<file path="src/design/gjmi_pkg.sv">
// Shared types and constants for the Gauss-Jordan matrix inverter.
// No dependencies; imported by gjmi_ram and gauss_jordan_matrix_inverse.
package gjmi_pkg;

   localparam int DEF_MAX_ORDER     = 8;
   localparam int DEF_FRACTION_BITS = 16;
   localparam int VALUE_W           = 32;
   localparam int CSR_W             = 4;
   localparam logic [CSR_W-1:0] MATRIX_SIZE_RESET = 4'd8;

   typedef struct packed {
      logic signed [VALUE_W-1:0] element_value;
      logic                      last_element;
   } req_word_type;

   typedef struct packed {
      logic signed [VALUE_W-1:0] inverse_value;
      logic                      singular;
      logic                      last_result;
   } rsp_word_type;

   typedef enum logic [4:0] {
      ST_LOAD,
      ST_FILL,
      ST_DRAIN,
      ST_IDENT,
      ST_PIV_RD,
      ST_PIV_CHK,
      ST_SRCH_RD,
      ST_SRCH_CHK,
      ST_SWP_RDA,
      ST_SWP_RDB,
      ST_SWP_WRA,
      ST_SWP_WRB,
      ST_DIV_RD,
      ST_DIV_LD,
      ST_DIV_RUN,
      ST_DIV_WR,
      ST_EL_FRD,
      ST_EL_FCAP,
      ST_EL_YRD,
      ST_EL_XRD,
      ST_EL_MUL,
      ST_EL_SUB,
      ST_EL_WR,
      ST_OUT_RD,
      ST_OUT_CAP,
      ST_SING,
      ST_OUT_HOLD
   } state_type;

endpackage

</file>
<file path="src/design/gjmi_ram.sv">
// Generic single-write, single-read RAM with registered read data.
// Default width and depth come from gjmi_pkg.
module gjmi_ram import gjmi_pkg::*; #(
   parameter int WIDTH = VALUE_W,
   parameter int DEPTH = 2 * DEF_MAX_ORDER * DEF_MAX_ORDER
) (
   input  logic                     clock,
   input  logic                     we,
   input  logic [$clog2(DEPTH)-1:0] waddr,
   input  logic [WIDTH-1:0]         wdata,
   input  logic [$clog2(DEPTH)-1:0] raddr,
   output logic [WIDTH-1:0]         rdata
);

   logic [WIDTH-1:0] mem_ff [DEPTH];
   logic [WIDTH-1:0] rdata_ff;

   always_ff @(posedge clock) begin
      if (we) begin
         mem_ff[waddr] <= wdata;
      end
      rdata_ff <= mem_ff[raddr];
   end

   assign rdata = rdata_ff;

endmodule

</file>
<file path="config.mk">
export PLATFORM = sky130hd
export DESIGN_NAME = gjmi_ram
export DESIGN_NICKNAME = d
export VERILOG_FILES = /design/src/design/gjmi_pkg.sv /design/src/design/gjmi_ram.sv
export SDC_FILE = /design/constraint.sdc
export NUM_CORES = 2
export LEC_CHECK = 0
export ABC_CLOCK_PERIOD_IN_PS = 4350
export BUFFER_PORTS_ARGS = -buffer_cell sky130_fd_sc_hd__buf_4
export CAP_MARGIN = 15
export CORE_ASPECT_RATIO = 0.75
export CORE_MARGIN = 4
export CORE_UTILIZATION = 60
export CTS_BUF_LIST = sky130_fd_sc_hd__clkbuf_4 sky130_fd_sc_hd__clkbuf_8
export CTS_CLUSTER_DIAMETER = 80
export DETAILED_ROUTE_END_ITERATION = 16
export PLACE_DENSITY = 0.72
export REMOVE_ABC_BUFFERS = 1
export SLEW_MARGIN = 0
export SYNTH_ARGS = -nofsm -noshare
export SYNTH_HDL_FRONTEND = slang
export SYNTH_SLANG_ARGS = --single-unit
</file>
<file path="constraint.sdc">
create_clock -name clock -period 4.35 [get_ports clock]
set_clock_uncertainty 0.2 [all_clocks]
set_input_delay 0 -clock clock [delete_from_list [all_inputs] [get_ports clock]]
set_output_delay 0 -clock clock [all_outputs]
set_load 0.01 [all_outputs]
</file>
==> metrics.csv <==
stage,metric,value,unit
run_status,status,completed,
worst_setup_path,r2r_start,mem_ff[6][26],
clocking,htreeDepth,6,
clocking,cts_buffer_depth,4,
clocking,cts_tree,done,
synthesis,yosysTopAreaCell,edfxtp_1,
clocking,cts_buffers,604,
timing,slew_violations,0,
finish,stdcell_count,10700,
timing,fmax,0.253,GHz
floorplanning,die_w,597,um
grt,grt_pass1_vias,73200,
route,drc,0,
synthesis,synth_area_per_cell,26.1,um^2
worst_setup_path,slowest_delay,0.64,ns
finish,final_area,0.177,mm^2
worst_setup_path,worstReg2RegEnd,rdata[26],
worst_setup_path,worstPathRequired,5.09,ns
clocking,holdBufCountCts,122,
route,firstDrtPassIters,5,
worst_setup_path,end_kind,flip-flop,
synthesis,yosysMostFrequentCell,edfxtp_1,
timing,worst_slack,0.392,ns
worst_setup_path,reg2reg_slack,0.49,ns
synthesis,synthArstFlopShare,0,%
worst_hold_path,min_from,wdata[0],
route,wirelength,412000,um
grt,grt_max_degree,104,
clocking,cts_sinks,4128,
synthesis,synth_commonest_cells,"edfxtp_1 (4,096), mux4_2 (1,344), clkbuf_1 (182), nor2_1 (122), buf_2 (79)",
worst_setup_path,cpMaxStageDelayCell,dlygate4sd3_1,
worst_setup_path,worstPathMaxFanout,76,
finish,syn_to_final_growth,13.5,%
timing,rsz0062_at_grt,false,
worst_setup_path,worst_ep_arrival_time,4.69,ns
route,drt-vias-per-instance,6.92,
placed_design,dpl.cell_count,9502,
route,routedWlPerCell,38.5,um
grt,antenna_found_initial,72,
placed_design,place_congestion,0.854,
floorplanning,dieHeight,450,um
finish,nets,6855,
timing,tightest_slew,1.16,ns
synthesis,synth.distinct_cells,17,
clocking,clk_pin_slew_worst_paths,0.06,ns
clocking,clock_latency,1.06,ns
power_and_ir_drop,power_density,443,mW/mm^2
route,num_vias,74200,
timing,finalHoldViolations,0,
route,detail-route-antenna-nets,0,
power_and_ir_drop,power_leakage,55.0,nW
worst_hold_path,hp-class,in -> reg,
run,max-cap-violations,0,
worst_setup_path,r2r_cells,6,
timing,setup_viol,0,
power_and_ir_drop,ir_drop,0.332,mV
worst_setup_path,crit_type,in -> reg,
worst_hold_path,holdPathStages,2,
finish,fill_cells,14900,
timing,fin_tns_setup,0,ns
clocking,postCtsSetupBuffers,0,
floorplanning,rows,161,
synthesis,ys_seq_area_share,79.1,%
placed_design,portBuffers,79,
synthesis,synth-seq-cells,4128,
synthesis,synthTopCellsByArea,"edfxtp_1 (79%), mux4_2 (19%), clkbuf_1 (0.44%)",
synthesis,yosysWarnings,0,
clocking,post_cts_resized,0,
synthesis,synth_edf_count,4096,
floorplanning,die-area,0.269,mm^2
worst_hold_path,holdPathEnd,mem_ff[66][0],
synthesis,synthesis.area,0.156,mm^2
floorplanning,start_util,60.6,%
grt,grt_pass1_wl,577000,um
timing,relSlewSlack,22.6,%
placed_design,post_dp_cell_area,0.164,mm^2
synthesis,syn_inst,5990,
finish,drive_gt1_share,39.3,%
clocking,cts-root-buf,clkbuf_8,
timing,timing.final.crit_period,3.96,ns
placed_design,place_ws,0.771,ns
worst_setup_path,cp-start-kind,input port,
synthesis,ys.flop_type,edfxtp_1,
grt,grt_overflow,0,
floorplanning,io_pins,80,
route,drtIter0Drc,13000,
placed_design,hpwl,229000,um
worst_setup_path,path_cells,"dlygate4sd3_1, buf_8, buf_12, mux4_2, mux4_2, mux4_2, dlygate4sd3_1, mux2_2, dlygate4sd3_1",
timing,finalCritPeriodShare,91.0,%
floorplanning,coreArea,0.258,mm^2
synthesis,synth_top_area_share,78.7,%
grt,grt_use_total,31.2,%
## critical path: cells and delay by family
kind | cells | cell delay, ns
buf+inv | 5 | 2.60
mux | 4 | 1.84
## how the worst max path moves through the flow
| stage | start | to | slack, ns |
|---|---|---|---|
| final | raddr[2] | rdata[26] | 0.39 |
| after detailed placement | raddr[2] | rdata[23] | 0.77 |
| after global placement | raddr[2] | rdata[23] | 0.77 |
| after global routing | raddr[2] | rdata[26] | 0.44 |
| after CTS | raddr[2] | rdata[26] | 0.54 |
| after floorplan | waddr[3] | mem_ff[102][0] | 0.94 |
## logic make-up (layout without fill, tap and decap cells)
| group | after synthesis | count (layout) | synth area share (%) |
|---|---|---|---|
| mux | 1376 | 1376 | 19.6 |
| flops | 4128 | 4128 | 79.1 |
| simple gates | 170 | 170 | 0.446 |
| buf+inv | 316 | 1590 | 0.839 |
| other cells | 0 | 28 | 0 |
## per-stage QoR
step,utilization [%],hold slack (ns),power (mW)
floorplan,-,-0.101,46.5
global placement,63.7,0.214,49.2
detailed placement,63.7,0.214,49.3
CTS,68.8,0.0413,78.8
global route,68.8,0.0986,81.0
finish,68.8,0.127,78.5
## layer usage
metal / up-vias / global-route usage, % / wire length (um) / share of wire [%]
met5: - / 0 / 166 / 0.040
met4: 26 / 9.21 / 12600 / 3.1
met3: 663 / 10.6 / 65500 / 16
met2: 5826 / 44.6 / 186000 / 45
met1: 39500 / 46.7 / 148000 / 36
li1: 28200 / - / - / -
## sequential cells by signal, indices dropped and copies added, names as in the netlist
signal and count:
mem_ff 4096, rdata 32
## where the power goes
group / internal [mW] / total (mW) / switching, mW
clock network: 15.4 / 29.8 / 14.4
logic: 1.82 / 4.60 / 2.78
registers: 43.9 / 44.1 / 0.139
total: 61.2 / 78.5 / 17.3
## area by class of cell
type	count	area [um^2]	share of cell area, %
Sequential cell	4128	124000	69.7
Tap cell	3423	4280	2.41
Clock buffer	814	10000	5.65
Antenna cell	28	70.1	0.0395
Timing Repair Buffer	527	5700	3.22
Clock inverter	249	1350	0.759
Multi-Input combinational cell	1546	32300	18.2
## placed cells by master, fill, tap and decap left out, types with 8 or more instances in the layout
cell | netlist | routed
nor3_2 | 0 | 9
buf_16 | 0 | 21
mux4_2 | 1344 | 1344
clkinvlp_4 | 0 | 15
clkinv_2 | 0 | 62
nor2_4 | 0 | 119
dlygate4sd3_1 | 0 | 96
mux2_2 | 32 | 32
diode_2 | 0 | 28
edfxtp_1 | 4096 | 4096
clkbuf_4 | 0 | 188
clkbuf_8 | 0 | 626
nand3_1 | 12 | 8
nand2_1 | 14 | 11
dfxtp_1 | 32 | 32
bufinv_16 | 0 | 8
buf_12 | 0 | 85
buf_4 | 3 | 322
inv_6 | 0 | 11
clkinv_1 | 0 | 151
Note: power is estimated with default switching activity, not from simulation.
